<file path="src/design/cpt_pkg.sv">
// ----------------------------------------------------------------------------
// cpt_pkg
// Shared types, constants and helper functions of the Clarke/Park transform:
// beat structs, quarter-wave sine table, table lookup and saturation.
// ----------------------------------------------------------------------------
package cpt_pkg;

  // field widths
  localparam int SampleBits  = 16;
  localparam int AngleBits   = 16;
  localparam int IndexBits   = 8;
  localparam int FracBits    = AngleBits - IndexBits;
  localparam int RomFrac     = 15;
  localparam int TableEntries = 1 << IndexBits;
  localparam int QuarterEntries = TableEntries / 4;

  // width used for saturation of any intermediate
  localparam int SatW = 36;

  // 1/sqrt(3) with 16 fraction bits
  localparam logic [16:0] InvSqrt3Q16 = 17'd37837;

  localparam logic signed [SatW-1:0] SatHi = 36'sd32767;
  localparam logic signed [SatW-1:0] SatLo = -36'sd32768;

  // input beat
  typedef struct packed {
    logic signed [SampleBits-1:0] phase_a_current;
    logic signed [SampleBits-1:0] phase_b_current;
    logic        [AngleBits-1:0]  electrical_angle;
  } in_t;

  // result beat
  typedef struct packed {
    logic signed [SampleBits-1:0] alpha_current;
    logic signed [SampleBits-1:0] beta_current;
    logic signed [SampleBits-1:0] sine_value;
    logic signed [SampleBits-1:0] cosine_value;
    logic signed [SampleBits-1:0] direct_current;
    logic signed [SampleBits-1:0] quadrature_current;
  } out_t;

  // quarter sine wave, 15 fraction bits, entry 64 is +1.0
  localparam logic [15:0] QuarterRom [0:64] = '{
    16'd0,     16'd804,   16'd1608,  16'd2411,  16'd3212,  16'd4011,  16'd4808,  16'd5602,
    16'd6393,  16'd7180,  16'd7962,  16'd8740,  16'd9512,  16'd10279, 16'd11039, 16'd11793,
    16'd12540, 16'd13279, 16'd14010, 16'd14733, 16'd15447, 16'd16151, 16'd16846, 16'd17531,
    16'd18205, 16'd18868, 16'd19520, 16'd20160, 16'd20788, 16'd21403, 16'd22006, 16'd22595,
    16'd23170, 16'd23732, 16'd24279, 16'd24812, 16'd25330, 16'd25833, 16'd26320, 16'd26791,
    16'd27246, 16'd27684, 16'd28106, 16'd28511, 16'd28899, 16'd29269, 16'd29622, 16'd29957,
    16'd30274, 16'd30572, 16'd30853, 16'd31114, 16'd31357, 16'd31581, 16'd31786, 16'd31972,
    16'd32138, 16'd32286, 16'd32413, 16'd32522, 16'd32610, 16'd32679, 16'd32729, 16'd32758,
    16'd32768
  };

  // full-wave lookup by quadrant mirror and negation
  function automatic logic signed [16:0] rom_read(logic [IndexBits-1:0] idx);
    logic [IndexBits-3:0] r;
    logic [IndexBits-2:0] rr;
    logic signed [16:0]   v;
    r  = idx[IndexBits-3:0];
    rr = idx[IndexBits-2] ? (7'(QuarterEntries) - {1'b0, r}) : {1'b0, r};
    v  = $signed({1'b0, QuarterRom[rr]});
    return idx[IndexBits-1] ? -v : v;
  endfunction

  // clamp to the signed sample range
  function automatic logic signed [SampleBits-1:0] sat16(logic signed [SatW-1:0] v);
    logic signed [SampleBits-1:0] r;
    if (v > SatHi) begin
      r = 16'sh7fff;
    end else if (v < SatLo) begin
      r = 16'sh8000;
    end else begin
      r = v[SampleBits-1:0];
    end
    return r;
  endfunction

endpackage

</file>
<file path="src/design/cpt_park.sv">
// ----------------------------------------------------------------------------
// cpt_park
// Two-stage Park rotation: four products, then sums, rounding, saturation
// and the registered result beat.
// ----------------------------------------------------------------------------
module cpt_park (
  input  logic                                  clk_i,
  input  logic signed [cpt_pkg::SampleBits-1:0] alpha_i,
  input  logic signed [cpt_pkg::SampleBits-1:0] beta_i,
  input  logic signed [cpt_pkg::SampleBits-1:0] sine_i,
  input  logic signed [cpt_pkg::SampleBits-1:0] cosine_i,
  output cpt_pkg::out_t                         result_o
);

  logic signed [31:0] pac_q, pbs_q, pbc_q, pas_q;
  logic signed [cpt_pkg::SampleBits-1:0] alpha_q, beta_q, sine_q, cosine_q;
  logic signed [32:0] d_sum, q_sum;
  cpt_pkg::out_t result_d, result_q;

  // stage 4: products
  always_ff @(posedge clk_i) begin
    pac_q    <= alpha_i * cosine_i;
    pbs_q    <= beta_i * sine_i;
    pbc_q    <= beta_i * cosine_i;
    pas_q    <= alpha_i * sine_i;
    alpha_q  <= alpha_i;
    beta_q   <= beta_i;
    sine_q   <= sine_i;
    cosine_q <= cosine_i;
  end

  // stage 5: sums with rounding half
  assign d_sum = 33'(pac_q) + 33'(pbs_q) + 33'sd16384;
  assign q_sum = 33'(pbc_q) - 33'(pas_q) + 33'sd16384;

  always_comb begin
    result_d.alpha_current      = alpha_q;
    result_d.beta_current       = beta_q;
    result_d.sine_value         = sine_q;
    result_d.cosine_value       = cosine_q;
    result_d.direct_current     = cpt_pkg::sat16(36'(d_sum >>> cpt_pkg::RomFrac));
    result_d.quadrature_current = cpt_pkg::sat16(36'(q_sum >>> cpt_pkg::RomFrac));
  end

  always_ff @(posedge clk_i) begin
    result_q <= result_d;
  end

  assign result_o = result_q;

endmodule

</file>
<file path="config.mk">
export PLATFORM = sky130hd
export DESIGN_NAME = cpt_park
export DESIGN_NICKNAME = d
export VERILOG_FILES = /design/src/design/cpt_pkg.sv /design/src/design/cpt_park.sv
export SDC_FILE = /design/constraint.sdc
export NUM_CORES = 2
export LEC_CHECK = 0
export BUFFER_PORTS_ARGS = -buffer_cell sky130_fd_sc_hd__buf_2
export CAP_MARGIN = 5
export CORE_AREA = 2 2 304 306
export CTS_CLUSTER_SIZE = 40
export DETAILED_ROUTE_END_ITERATION = 16
export DIE_AREA = 0 0 306 308
export GPL_TIMING_DRIVEN = 0
export HOLD_SLACK_MARGIN = 0.12
export PLACE_DENSITY = 0.7
export RECOVER_POWER = 50
export SYNTH_ARGS = -nofsm -noshare
export SYNTH_HDL_FRONTEND = slang
export SYNTH_SLANG_ARGS = --single-unit
</file>
<file path="constraint.sdc">
create_clock -name clk_i -period 14.6 [get_ports clk_i]
set_input_delay 3.65 -clock clk_i [delete_from_list [all_inputs] [get_ports clk_i]]
set_output_delay 3.65 -clock clk_i [all_outputs]
set_load 0.02 [all_outputs]
</file>
Word-level counts from Yosys, hierarchy flattened. Cells that the tools add are included.

Bits in registers: 288. Bits of input ports: 65. Output and inout bits: 96. Logic and storage cells: 28.

Add/subtract/negate cells: 4. Multipliers: 4. $lt $le $gt $ge: 4. Mux-type cells: 2.

Operators by type and width (count): $mul 16x16->32 (4); $add 33x16->33 const B (2); $gt 18x16->1 const B (2); $lt 18x16->1 const B (2); $add 32x32->33 (1); $sub 32x32->33 (1); $mux 16 (2).

Longest topological paths before layout.
Word-level depth: 4. Depth in mapped cells: 25. Depth with buffers taken out: 23.

Least setup slack after synthesis. No wires, ideal clock.

Path kind: input to register. From: input port sine_i[1] (netlist name). To: register pas_q[31]. Library setup time: 0.072 ns. Arrival: 9.240 ns. Required time: 14.528 ns. Slack: 5.288 ns. Cell stages on the path: 21. Buffers on the path: 2. Cell sequence: clkbuf_1 nand2_1 inv_1 fa_1 fa_1 fa_1 fa_1 fa_1 inv_1 fa_1 inv_1 ha_1 clkbuf_1 a21o_1 a21oi_1 o21ai_0 a22o_1 a2111oi_0 o21bai_1 a21oi_1 xnor2_1.

Cells in the longest elaborated chain, start to end: 1.

RTL lines: start, declared (RTL line cpt_park.sv:10) `input logic signed [cpt_pkg::SampleBits-1:0] sine_i,`; $mul 16x16->32 (RTL line cpt_park.sv:25) `pas_q <= alpha_i * sine_i;`; end signal, assigned (RTL line cpt_park.sv:25); end, declared (RTL line cpt_park.sv:15) `logic signed [31:0] pac_q, pbs_q, pbc_q, pas_q;`.

Every way passes these cells. A chain may end at the register's enable or synchronous reset.

Final worst setup path.
From: input port sine_i[15] (netlist name). To: register pbs_q[30].

Cells in the longest elaborated chain, start to end: 1.

RTL lines: $mul 16x16->32 (RTL line cpt_park.sv:23) `pbs_q <= beta_i * sine_i;`; end signal, assigned (RTL line cpt_park.sv:23); end, declared (RTL line cpt_park.sv:15).

Every way passes these cells.

==> out/qor.yml <==
status: "complete, but fails checks"
violations: "capacitance limit, slew limit"
htreeDepth: 2
cts_buffer_depth: 3
post-route-util_pct: 57.19
cts-root-buf: "clkbuf_16"
critical_path.cell_chain: "clkbuf_1 -> inv_1 -> buf_1 -> nor2_1 -> fa_1 -> fa_1 -> fa_1 -> fa_1 -> fa_1 -> inv_1 -> fa_1 -> inv_1 -> ha_1 -> nand2_1 -> nor3_1 -> nor4b_1 -> o211ai_1 -> a311oi_1 -> a21o_1 -> a21oi_1 -> xnor2_1"
synth_edf_count: 0
synth_area_leaders: "fa_1 43%, dfxtp_1 12%, ha_1 12%, inv_1 9.4%, and2_1 6.4%"
hp-class: "flop to flop"
cpPeakStageDelay_ns: 0.82
cts_setup_buffers: 0
firstDrtPassIters: 8
initial_core_util_pct: 53.44
nFillCells: 8069
synth_nets: 6647
clkSinkCount: 288
grt_first_pass_wirelength_mm: 219.3
cts_hold_buf: 0
cts_buffers: 35
min_from: "sine_q[11]$_DFF_P_"
die_h_um: 308
setup.worst_path.start_class: "input pin"
hold_viol_final: 0
end_kind: "flop"
worstSetupPathType: "input pin to flop"
maxSlewViolCount: 8
die-area_sq_um: 94250
die_w_um: 306
synth_top_area_share_pct: 43.16
overflow: 0
period_minus_slack_ns: 11.13
fp.coreArea_sq_um: 90970
worst_slew_pin_slew_ns: 1.562
drive_gt1_share_pct: 3.090
seq_area_frac_synth_pct: 11.86
pre_cts_ws_ns: 3.383
clock_latency_ns: 0.59
place_hpwl_mm: 119.0
cp_max_fo: 11
place_congestion: 0.9973
min_period_over_period_pct: 76.20
async_flop_share_pct: 0
critPathTopFamily: "adder cells"
setup_tns_ns: 0
antenna_found_initial: 24
synth_area_sq_um: 48610
netlist_instances: 5084
syn_to_final_growth_pct: 7.024
final_nets: 6844
rsz0062_at_grt: "false"
crit_top_cell: "fa_1"
drc: 0
setup_viol: 0
drt_wl_total_mm: 143.9
io_pins: 161
crit_buf_inv: 5
synth_flop_cell: "dfxtp_1"
syn_area_per_cell_sq_um: 9.562
finClkSkew_ns: 0.01494
cp_data_required_time_ns: 15.08
startpoint: "sine_i[15]"
track_usage_pct: 31.73
synth_cell_types: 81
grt_pass1_vias: 37094
ant_nets: 0
cts_tree: "done"
fin_ws_ns: 3.474
postCtsResizedCells: 0
yosysTopAreaCell: "fa_1"
relSlewSlack_pct: -5.439
vias: 35456
slowest_stage: "nor4b_1"
portBuffers: 160
drt-vias-per-instance: 5.448
fmax_mhz: 89.88
rows: 111
routedWlPerCell_um: 22.11
cp.arrival_ns: 11.61
synth_warnings: 0
synth-seq-cells: 288
drt_iter0_markers: 2923
reg2reg_from: "pas_q[9]$_DFF_P_"
maxCapViolCount: 1
grt_start_max_net_pins: 15
path_clk_slew_ns: 0.06
[synth_stat cells, types with 4 or more instances]
library cell	count
inv_1	1214
fa_1	1048
nand2_1	523
and2_1	501
ha_1	450
dfxtp_1	288
clkbuf_1	200
xnor2_1	131
a21oi_1	127
nor2_1	103
a21o_1	85
o21ai_0	62
xor2_1	44
nand2b_1	32
o21bai_1	29
nor3_1	25
nand3_1	16
o21a_1	16
nand4_1	13
o211ai_1	13
a211oi_1	12
a31oi_1	9
and3_1	9
nor2b_1	8
o31ai_1	8
a2111oi_0	6
a31o_2	6
or2_2	5
a2111oi_2	4
a21boi_0	4
a21o_2	4
buf_1	4
[kinds of logic (layout without fill, tap and decap cells)]
logic type,Yosys count,count (layout),synth area share [%]
AOI/OAI and AO/OA,441,441,6.247
xor gates and xnor gates,175,175,3.153
adders and majority gates,1498,1498,54.74
buffers and inverters,1423,1647,11.02
DFF,288,288,11.86
muxes,2,2,0.04118
other,0,14,0
and+or+nand+nor,1257,1257,12.94
[metrics by stage]
stage                     instances  hold slack (ns)  cell area [sq um]
after global placement         6430           0.3098              50900
final                          6508           0.3242              52030
after floorplan                5084           0.3096              48610
after global routing           6496           0.3289              52000
after detailed placement       6430           0.3121              50900
after CTS                      6494           0.3256              52210
[routing by layer]
metal	global-route usage, %	up-vias	routed length [um]	share of wire (%)
li1	-	15528	-	-
met1	40.66	17871	55920	39
met2	48.27	1660	63190	44
met3	10.25	384	15900	11
met4	16.31	13	8628	6.0
met5	0	-	241	0.17
[layout by cell type, fill, tap and decap left out, types with 32 or more instances in the layout]
master,instances
nand2b_1,32
nor2_1,103
nand2_1,523
a21o_1,85
inv_1,1214
xor2_1,44
ha_1,450
clkbuf_1,292
dfxtp_1,288
and2_1,496
clkbuf_16,36
a21oi_1,128
buf_2,74
o21ai_0,64
xnor2_1,131
fa_1,1048
[final cells by class]
class | instances | area [sq um] | area share (%)
Buffer | 209 | 790.8 | 1.520
Clock buffer | 41 | 949.7 | 1.825
Timing Repair Buffer | 160 | 690.7 | 1.327
Clock inverter | 23 | 359.1 | 0.6902
Sequential cell | 288 | 5766 | 11.08
Multi-Input combinational cell | 3373 | 37400 | 71.88
Antenna cell | 14 | 35.03 | 0.06734
Tap cell | 1186 | 1484 | 2.852
Inverter | 1214 | 4557 | 8.759
[worst paths after layout]
| kind | to | slack [ns] | depth (start not counted) |
|---|---|---|---|
| worst min-delay path | result_o[59]$_DFF_P_ | 0.32 | 0 |
| worst max-delay path | pbs_q[30]$_DFF_P_ | 3.47 | 21 |
| worst max register to register | result_o[14]$_SDFF_PN1_ | 9.77 | 13 |
| worst min register to register | result_o[59]$_DFF_P_ | 0.32 | 0 |
[sequential cells by signal, summed over array words and instances, names as in the netlist, 32 cells and up]
name	count
pas_q	32
pac_q	32
pbs_q	32
result_o	96
pbc_q	32
Power is left out: the tool's default activity adds up to more than one toggle a clock period on the data nets, which glitch-free logic cannot reach.
