### src/design/cpt_pkg.sv
// ----------------------------------------------------------------------------
// cpt_pkg
// Shared types, constants and helper functions of the Clarke/Park transform:
// beat structs, quarter-wave sine table, table lookup and saturation.
// ----------------------------------------------------------------------------
package cpt_pkg;

  // field widths
  localparam int SampleBits  = 16;
  localparam int AngleBits   = 16;
  localparam int IndexBits   = 8;
  localparam int FracBits    = AngleBits - IndexBits;
  localparam int RomFrac     = 15;
  localparam int TableEntries = 1 << IndexBits;
  localparam int QuarterEntries = TableEntries / 4;

  // width used for saturation of any intermediate
  localparam int SatW = 36;

  // 1/sqrt(3) with 16 fraction bits
  localparam logic [16:0] InvSqrt3Q16 = 17'd37837;

  localparam logic signed [SatW-1:0] SatHi = 36'sd32767;
  localparam logic signed [SatW-1:0] SatLo = -36'sd32768;

  // input beat
  typedef struct packed {
    logic signed [SampleBits-1:0] phase_a_current;
    logic signed [SampleBits-1:0] phase_b_current;
    logic        [AngleBits-1:0]  electrical_angle;
  } in_t;

  // result beat
  typedef struct packed {
    logic signed [SampleBits-1:0] alpha_current;
    logic signed [SampleBits-1:0] beta_current;
    logic signed [SampleBits-1:0] sine_value;
    logic signed [SampleBits-1:0] cosine_value;
    logic signed [SampleBits-1:0] direct_current;
    logic signed [SampleBits-1:0] quadrature_current;
  } out_t;

  // quarter sine wave, 15 fraction bits, entry 64 is +1.0
  localparam logic [15:0] QuarterRom [0:64] = '{
    16'd0,     16'd804,   16'd1608,  16'd2411,  16'd3212,  16'd4011,  16'd4808,  16'd5602,
    16'd6393,  16'd7180,  16'd7962,  16'd8740,  16'd9512,  16'd10279, 16'd11039, 16'd11793,
    16'd12540, 16'd13279, 16'd14010, 16'd14733, 16'd15447, 16'd16151, 16'd16846, 16'd17531,
    16'd18205, 16'd18868, 16'd19520, 16'd20160, 16'd20788, 16'd21403, 16'd22006, 16'd22595,
    16'd23170, 16'd23732, 16'd24279, 16'd24812, 16'd25330, 16'd25833, 16'd26320, 16'd26791,
    16'd27246, 16'd27684, 16'd28106, 16'd28511, 16'd28899, 16'd29269, 16'd29622, 16'd29957,
    16'd30274, 16'd30572, 16'd30853, 16'd31114, 16'd31357, 16'd31581, 16'd31786, 16'd31972,
    16'd32138, 16'd32286, 16'd32413, 16'd32522, 16'd32610, 16'd32679, 16'd32729, 16'd32758,
    16'd32768
  };

  // full-wave lookup by quadrant mirror and negation
  function automatic logic signed [16:0] rom_read(logic [IndexBits-1:0] idx);
    logic [IndexBits-3:0] r;
    logic [IndexBits-2:0] rr;
    logic signed [16:0]   v;
    r  = idx[IndexBits-3:0];
    rr = idx[IndexBits-2] ? (7'(QuarterEntries) - {1'b0, r}) : {1'b0, r};
    v  = $signed({1'b0, QuarterRom[rr]});
    return idx[IndexBits-1] ? -v : v;
  endfunction

  // clamp to the signed sample range
  function automatic logic signed [SampleBits-1:0] sat16(logic signed [SatW-1:0] v);
    logic signed [SampleBits-1:0] r;
    if (v > SatHi) begin
      r = 16'sh7fff;
    end else if (v < SatLo) begin
      r = 16'sh8000;
    end else begin
      r = v[SampleBits-1:0];
    end
    return r;
  endfunction

endpackage

### src/design/cpt_clarke.sv
// ----------------------------------------------------------------------------
// cpt_clarke
// Three-stage Clarke transform: alpha = ia, beta = (ia + 2*ib)/sqrt(3),
// rounded and saturated.
// ----------------------------------------------------------------------------
module cpt_clarke (
  input  logic                                  clk_i,
  input  logic signed [cpt_pkg::SampleBits-1:0] phase_a_i,
  input  logic signed [cpt_pkg::SampleBits-1:0] phase_b_i,
  output logic signed [cpt_pkg::SampleBits-1:0] alpha_o,
  output logic signed [cpt_pkg::SampleBits-1:0] beta_o
);

  logic signed [17:0] sum_d, sum_q;
  logic signed [cpt_pkg::SampleBits-1:0] ia1_q, ia2_q, alpha_q, beta_q;
  logic signed [34:0] prod_d, prod_q;
  logic signed [cpt_pkg::SampleBits-1:0] beta_d;

  // stage 1: ia + 2*ib
  assign sum_d = 18'(phase_a_i) + (18'(phase_b_i) <<< 1);

  always_ff @(posedge clk_i) begin
    sum_q <= sum_d;
    ia1_q <= phase_a_i;
  end

  // stage 2: scale by 1/sqrt(3)
  assign prod_d = sum_q * $signed(cpt_pkg::InvSqrt3Q16);

  always_ff @(posedge clk_i) begin
    prod_q <= prod_d;
    ia2_q  <= ia1_q;
  end

  // stage 3: round to nearest and clamp
  assign beta_d = cpt_pkg::sat16(36'((prod_q + 35'sd32768) >>> 16));

  always_ff @(posedge clk_i) begin
    beta_q  <= beta_d;
    alpha_q <= ia2_q;
  end

  assign alpha_o = alpha_q;
  assign beta_o  = beta_q;

endmodule

### config.mk
export PLATFORM = sky130hd
export DESIGN_NAME = cpt_clarke
export DESIGN_NICKNAME = d
export VERILOG_FILES = /design/src/design/cpt_pkg.sv /design/src/design/cpt_clarke.sv
export SDC_FILE = /design/constraint.sdc
export NUM_CORES = 1
export LEC_CHECK = 0
export BUFFER_PORTS_ARGS = -buffer_cell sky130_fd_sc_hd__buf_4
export CAP_MARGIN = 20
export CELL_PAD_IN_SITES_DETAIL_PLACEMENT = 2
export CELL_PAD_IN_SITES_GLOBAL_PLACEMENT = 2
export CORE_MARGIN = 2
export CORE_UTILIZATION = 36
export DETAILED_ROUTE_END_ITERATION = 8
export PLACE_DENSITY_LB_ADDON = 0.1
export SLEW_MARGIN = 25
export SYNTH_ARGS = -nofsm -noshare
export SYNTH_HDL_FRONTEND = slang
export SYNTH_SLANG_ARGS = --single-unit
export TNS_END_PERCENT = 30
### constraint.sdc
create_clock -name clk_i -period 5 [get_ports clk_i]
set_clock_uncertainty 0.2 [all_clocks]
set_input_delay 1 -clock clk_i [delete_from_list [all_inputs] [get_ports clk_i]]
set_output_delay 1 -clock clk_i [all_outputs]
set_load 0.005 [all_outputs]
---- Yosys cells after proc, flatten, opt, wreduce, memory -nomap -nowiden ----
Cells that the tools add are included.
W data, S select, Z words.
operators by class
  multipliers ............................. 1
  add/sub/neg operators ................... 2
  $lt $le $gt $ge ......................... 2
  mux-type cells .......................... 1
operators by type and width
  kind                      number
  $add A35 B17 Y36 const B  1
  $mul A18 B17 Y35 const B  1
  $gt A20 B16 Y1 const B    1
  $lt A20 B16 Y1 const B    1
  $add A16 B17 Y18          1
  $mux W16                  1
storage, ports and cells
  register bits after elaboration ......... 117
  logic and storage cells ................. 12
  bits of input ports ..................... 33

---- Depth between registers and ports, before layout ----
Gate-level depths: netlist of run 1.
  depth in word-level cells ............... 3
  depth in mapped cells ................... 22
  mapped depth without buffers ............ 20

---- Least setup slack after synthesis of run 1 ----
Ideal clock, no wire load.
  kind .................................... register -> register
  start point ............................. reg sum_q[17]
  end point ............................... reg prod_q[31]
  library setup time ...................... 72 ps
  arrival ................................. 5038 ps
  buffers on the path ..................... 0
  slack ................................... -310 ps
  period minus slack after synthesis ...... 5310 ps
  cell stages (with the launch flop) ...... 20
  cells stage by stage .................... dfxtp_1 -> ha_1 -> inv_1 -> ha_1 -> inv_1 -> fa_1 -> inv_1 -> fa_1 -> fa_1 -> inv_1 -> fa_1 -> inv_1 -> ha_1 -> a21oi_1 -> nor3_1 -> a211o_1 -> a221oi_2 -> o31ai_1 -> a21oi_1 -> xnor2_1
on the way
  longest elaborated chain between the ends .. 1
RTL lines
  item                      line              RTL
  start: declaration        cpt_clarke.sv:14  logic signed [17:0] sum_d, sum_q;
  start signal: assignment  cpt_clarke.sv:23  sum_q <= sum_d;
  $mul A18 B17 Y35          cpt_clarke.sv:28  assign prod_d = sum_q * $signed(cpt_pkg::InvSqrt3Q16);
  net prod_d[31]            cpt_clarke.sv:16  logic signed [34:0] prod_d, prod_q;
  end signal: assignment    cpt_clarke.sv:31  prod_q <= prod_d;
  end: declaration          cpt_clarke.sv:16
The timed path passes the listed nets, and every way through them passes these cells.
A chain may end at the register's enable or synchronous reset.

---- Final worst setup path of run 1 ----
  start point ............................. reg sum_q[9]
  end point ............................... reg prod_q[28]
Same word-level chain as after synthesis.

==> key figures, run 1 <==
Synth
  – Dominant synthesized flop cell: dfxtp_1
  – Largest family of logic cells by synthesized area: adder cells
  – Mean post-synth cell area: 9.65 sq um
  – Yosys warns: 0
  – Cell taking the most area after synthesis: fa_1
  – Post-synth EDFFs: 0
  – Post-synthesis cell count: 983
  – Adder-cell share of the synthesized area: 42.7%
  – Synth area leaders: fa_1 (22%), dfxtp_1 (21%), ha_1 (20%)
  – Multiplexer share of the synthesized area: 1.19%
  – Register area share after synthesis: 21.3%
  – Unique masters post-synth: 66
  – Post-synthesis xor/xnor area fraction: 6.28%
  – Synth Register Bits: 101
  – Post-synth ARST share: 0%
  – Post-synthesis compound-gate area fraction: 12.0%
  – Mapped Nets: 1,276
  – Netlist Area Pre-Place: 9490 sq um
  – Simple-gate share of the synthesized area: 6.98%
  – Synth top area share: 22.4%

Final layout
  – Fillers: 2,699
  – Final Instance Area: 12,500 sq um
  – P&R area growth vs syn: 31.8%
  – Antenna fix cells: 0
  – Layout cells sized above 1: 30.9%
  – Nets: 1,469

Critical path
  – R2r endpoint: prod_q[28]
  – Worst Setup Path Type: flip-flop to flip-flop
  – WP data required: 5060 ps
  – Worst setup SP type: flip-flop
  – Crit. End Element: flip-flop
  – Critical path arrival: 5480 ps
  – CP Max Fanout: 3
  – Reg2reg path depth: 21
  – R2R setup slack: -420 ps
  – R2r startpoint: sum_q[9]
  – CP endpoint: prod_q[28]
  – Worst setup path startpoint: sum_q[9]

Route
  – Final wirelength: 32.9 mm
  – DR vias: 7,620
  – DR iter-0 viols: 257
  – Vias/cell: 5.03
  – Pre-antenna DRT Iters: 4
  – Post-route ant nets: 0
  – DRC viols: 0
  – Post-detailed-route wirelength per cell: 21.7 um

GRT
  – All-Layer GR Usage: 23.3%
  – Global-route track usage on met1: 27.4%
  – Pin count of the biggest net entering global routing: 44
  – Vias in the first global route: 8,900
  – GRT overflow: 0
  – GRT Max-Usage Layer: met2
  – First-pass GRT wire length: 49.9 mm
  – Met2 Usage GRT: 43.9%
  – Met3 Use GR: 2.67%
  – Antenna violations before repair: 0

Placed design
  – DP HPWL: 23.4 mm
  – IO buf count: 64
  – GPL Wtd Cong: 0.829
  – Placed Area: 11,400 sq um

Clock network
  – CTS tree: done
  – Worst skew pair latency: 370 ps
  – Clock Tree Buf Depth: 2
  – CTS sink cnt: 101
  – TritonCTS Buffers: 9
  – Clock-pin slew on the worst setup and hold paths: 90 ps
  – Root buffer cell: clkbuf_16
  – Htree depth: 3

Timing
  – RSZ-0062 raised after global routing: yes
  – Tightest Pin Transition: 600 ps
  – Final Worst Setup Slack: -418 ps
  – Highest clock rate: 0.185 GHz
  – Setup_tns: -4300 ps
  – Post-route minimum period: 5420 ps
  – Relative slew slack: 59.8%
  – Max Slew Vio Count: 0
  – Final period util: 108%
  – Final Hold Fails: 0
  – Setup Viol. Count Final: 18

Floorplanning
  – Starting density of the core: 36.5%
  – # IOs: 65
  – Die width: 166 um
  – Area of the die: 27,700 sq um
  – Rows: 59
  – Die Ht: 166 um
  – CORE AREA: 26,000 sq um

Flow run
  – Reported max-cap violation count: 0

Run status
  – Failing checks: negative setup slack
  – Outcome: complete, but fails checks

Hold path
  – Hold WC Path Type: flip-flop to flip-flop
[worst min path at each step]
stage	to	cells after the start	startpoint	slack (ps)
floorplan	alpha_o[0]	0	prod_q[0]	110
global placement	alpha_o[0]	0	prod_q[0]	110
detailed placement	alpha_o[3]	0	ia2_q[3]	110
CTS	alpha_o[7]	0	ia2_q[7]	130
global route	alpha_o[7]	0	ia2_q[7]	140
finish	alpha_o[3]	0	ia2_q[3]	130
[critical path: stages (launching register included)]
cell     delay [ps]
dfxtp_4         380
buf_12          120
ha_4            300
inv_2            60
fa_2            380
fa_2            550
inv_2            40
fa_1            500
fa_1            540
inv_2            50
fa_1            530
inv_2            50
ha_4            220
buf_6           120
a21o_1          190
a21o_1          190
a21oi_2         170
nand2_1         130
o21ai_2         240
buf_4           170
o21ai_2          50
xnor2_1         120
[cells in the mapped netlist (all sizes together) (3+ instances only)]
library cell,n
o22ai,3
nand4,7
a31oi,6
o31a,4
or2,3
a21oi,55
and3,4
a211oi,7
dfxtp,101
o21a,9
o211ai,6
nor3,7
mux2i,9
a21boi,3
a21o,19
o21ai,33
nand2b,8
fa,106
xor2,28
nor2b,6
nand3,19
clkbuf,8
o31ai,4
xnor2,40
nand2,43
ha,154
inv,224
buf,6
nor2,29
[cell usage in the layout (no fill, tap or decap), types with 10 or more instances in the layout]
cell	count
a21o_1	17
a21oi_1	36
a21oi_2	15
buf_4	186
dfxtp_1	87
dfxtp_4	12
fa_1	97
ha_1	119
ha_4	32
inv_1	203
inv_2	20
nand2_1	35
nand3_1	16
nor2_1	27
o21ai_0	18
o21ai_1	10
xnor2_1	38
xor2_1	26
[area by class of cell]
class | instances | area [sq um] | share of cell area, %
Clock inverter | 7 | 86.3 | 0.690
Clock buffer | 9 | 225 | 1.80
Timing Repair Buffer | 196 | 1520 | 12.1
Tap cell | 335 | 419 | 3.35
Inverter | 224 | 843 | 6.74
Multi-Input combinational cell | 644 | 7350 | 58.7
Sequential cell | 101 | 2070 | 16.5
[logic make-up after synthesis]
group | count (synthesis)
buf+inv | 238
xor+xnor | 68
mux | 11
compound gates | 170
simple gates | 135
fa+ha+maj | 260
flops | 101
[sequential cells by signal, summed over array words and instances, names as in the netlist]
name and flops:
ia1_q 16, sum_q 17, beta_o 16, ia2_q 15
prod_q 21, alpha_o 16
[timing repair]
action,in CTS,in global routing
pin swaps,81,57
hold buffers,0,0
buffers inserted,16,7
setup endpoints to repair,20,19
gates resized for setup,81,46
cloned,0,0
[per-stage QoR]
step | utilization [%] | cells | hold slack (ps) | setup WS, ps
global route | 48.1 | 1516 | 136 | -508
finish | 48.1 | 1516 | 127 | -418
detailed placement | 44.0 | 1477 | 113 | -502
CTS | 47.1 | 1509 | 129 | -446
global placement | 44.0 | 1477 | 110 | -321
floorplan | - | 983 | 110 | 1.18
[metal layers]
layer  vias to the layer above  wire length [um]
met1                      3886             13600
met4                         0              1060
met2                       118             17400
met3                        51               756
met5                         -                 0
li1                       3565                 -
Power of run 1 is left out: the tool's default activity adds up to more than one toggle a clock period on the data nets, which glitch-free logic cannot reach.
==> run 2: changes to the inputs <==
--- a/config.mk
+++ b/config.mk
@@ -10,7 +10,7 @@
 export CELL_PAD_IN_SITES_DETAIL_PLACEMENT = 2
 export CELL_PAD_IN_SITES_GLOBAL_PLACEMENT = 2
 export CORE_MARGIN = 2
-export CORE_UTILIZATION = 36
+export CORE_UTILIZATION = 40
 export DETAILED_ROUTE_END_ITERATION = 8
 export PLACE_DENSITY_LB_ADDON = 0.1
 export SLEW_MARGIN = 25
==> constraint.sdc (replaced) <==
create_clock -name clk_i -period 5.99 [get_ports clk_i]
set_clock_uncertainty 0.2 [all_clocks]
set_input_delay 1.198 -clock clk_i [delete_from_list [all_inputs] [get_ports clk_i]]
set_output_delay 1.198 -clock clk_i [all_outputs]
set_load 0.005 [all_outputs]
==> run 2 against run 1 <==
Against the previous run: the run now ends clean; critical path depth down 3; die area decreased by 9.8%; register-to-register slack better by 600 ps; final cell count shrank 9.0%; critical path type unchanged; largest cell class unchanged.
==> key figures, run 2 (synthesis results as in run 1) <==
Hold path
  – Hold Startpoint: ia1_q[3]
  – Hold path cells: 0
  – Hold EP: ia2_q[3]
  – Hold WC Path Type: flip-flop to flip-flop

Final layout
  – Nets: 1,348
  – Finished Layout Cells: 1,379
  – Antenna fix cells: 0
  – Most common cell after layout, fill and taps aside: inv_1
  – P&R area growth vs syn: 13.5%
  – Top reg by flops: prod_q
  – Largest regs: prod_q (21), sum_q (17)
  – Commonest non-fill, non-tap cells in the layout: inv_1 (223), ha_1 (151), fa_1 (106)
  – Max FFs per register: 21
  – Layout cells sized above 1: 12.6%

Clock network
  – Root buffer cell: clkbuf_16
  – TritonCTS Buffers: 9
  – CTS tree: done
  – CTS sink cnt: 101
  – Clock-pin slew on the worst setup and hold paths: 90 ps
  – Htree depth: 3
  – Clock Tree Buf Depth: 2
  – Worst skew pair latency: 370 ps
  – Setup Buffers After CTS: 0

GRT
  – Antenna violations before repair: 0
  – Vias in the first global route: 7,749
  – All-Layer GR Usage: 21.5%
  – Pin count of the biggest net entering global routing: 45
  – First-pass GRT wire length: 41.1 mm
  – GRT overflow: 0

Timing
  – Relative slew slack: 58.5%
  – Tightest Pin Transition: 619 ps
  – Final period util: 97.0%
  – Final Hold Fails: 0
  – Highest clock rate: 0.172 GHz
  – Max Slew Vio Count: 0
  – Setup Viol. Count Final: 0
  – Post-route minimum period: 5810 ps

Route
  – DRC viols: 0
  – Vias/cell: 4.98
  – Post-route ant nets: 0
  – DR vias: 6,865
  – DR iter-0 viols: 141
  – Final wirelength: 25.5 mm
  – Pre-antenna DRT Iters: 4
  – Post-detailed-route wirelength per cell: 18.5 um

Critical path
  – Worst Setup Path Type: flip-flop to flip-flop
  – R2r endpoint: prod_q[26]
  – Worst setup SP type: flip-flop
  – R2R setup slack: 180 ps
  – R2r startpoint: sum_q[13]
  – WP data required: 6040 ps
  – CP Max Fanout: 5
  – Critical path arrival: 5850 ps
  – Reg2reg path depth: 18
  – Crit. End Element: flip-flop

Placed design
  – IO buf count: 64
  – DP HPWL: 21.6 mm
  – GPL Wtd Cong: 0.829
  – Number of placed instances, taps included: 1,363

Floorplanning
  – Die width: 158 um
  – Rows: 56
  – CORE AREA: 23,400 sq um
  – Area of the die: 25,000 sq um
  – Starting density of the core: 40.5%
  – Die Ht: 158 um
  – # IOs: 65

Flow run
  – Reported max-cap violation count: 0

Run status
  – Outcome: complete, no violations
[run 2: final cells by class]
cell class | instances | area, sq um
Inverter | 224 | 841
Multi-Input combinational cell | 644 | 6610
Sequential cell | 101 | 2030
Clock inverter | 7 | 98.8
Fill cell | 2561 | 12600
Tap cell | 319 | 399
Timing Repair Buffer | 75 | 563
Clock buffer | 9 | 225
[run 2: repair_timing]
item	CTS	global route
pin swaps	0	1
hold buffers	0	0
resized for setup	1	19
setup endpoints to repair	1	14
[run 2: worst max-delay path by stage]
stage                         start    endpoint  slack [ps]  cells after the start
final                     sum_q[13]  prod_q[26]         180                     18
after global routing       sum_q[7]  prod_q[33]         -40                     20
after CTS                  sum_q[7]  prod_q[33]           7                     20
after detailed placement   sum_q[8]  prod_q[33]          40                     20
after global placement     sum_q[8]  prod_q[33]         160                     20
after floorplan           sum_q[17]  prod_q[31]         680                     19
[run 2: per-layer routing]
metal / global-route usage (%) / share of wire, % / wire (um) / vias to the layer above
met2: 40.4 / 52 / 13400 / 57
met5: 0 / 0 / 0 / -
met3: 2.55 / 2.0 / 500 / 23
li1: - / - / - / 3324
met4: 5.02 / 1.3 / 341 / 0
met1: 26.1 / 44 / 11300 / 3461
[run 2: metrics by stage]
stage | cell area [sq um] | util (%) | TNS [ps] | setup slack (ps) | hold slack, ps
final | 10800 | 46.0 | 0 | 183 | 123
after global routing | 10800 | 46.0 | -87.1 | -43.9 | 135
after CTS | 10700 | 45.8 | 0 | 6.79 | 128
after detailed placement | 10400 | 44.4 | 0 | 39.8 | 115
after global placement | 10400 | 44.4 | 0 | 157 | 110
after floorplan | 9490 | - | 0 | 680 | 110
[run 2: worst max-delay path: stages (launching register included)]
cell and delay (ps):
dfxtp_1 450, ha_1 340, xor2_1 200, ha_1 210
nand2b_1 160, fa_1 520, fa_1 470, fa_1 560
inv_1 60, fa_1 530, inv_1 50, ha_1 370
a21oi_2 240, o21ai_0 170, a211oi_1 340, o2111ai_2 250
nand4_1 200, a21boi_0 110, o31a_1 270
Power of run 2 is left out for the same reason.
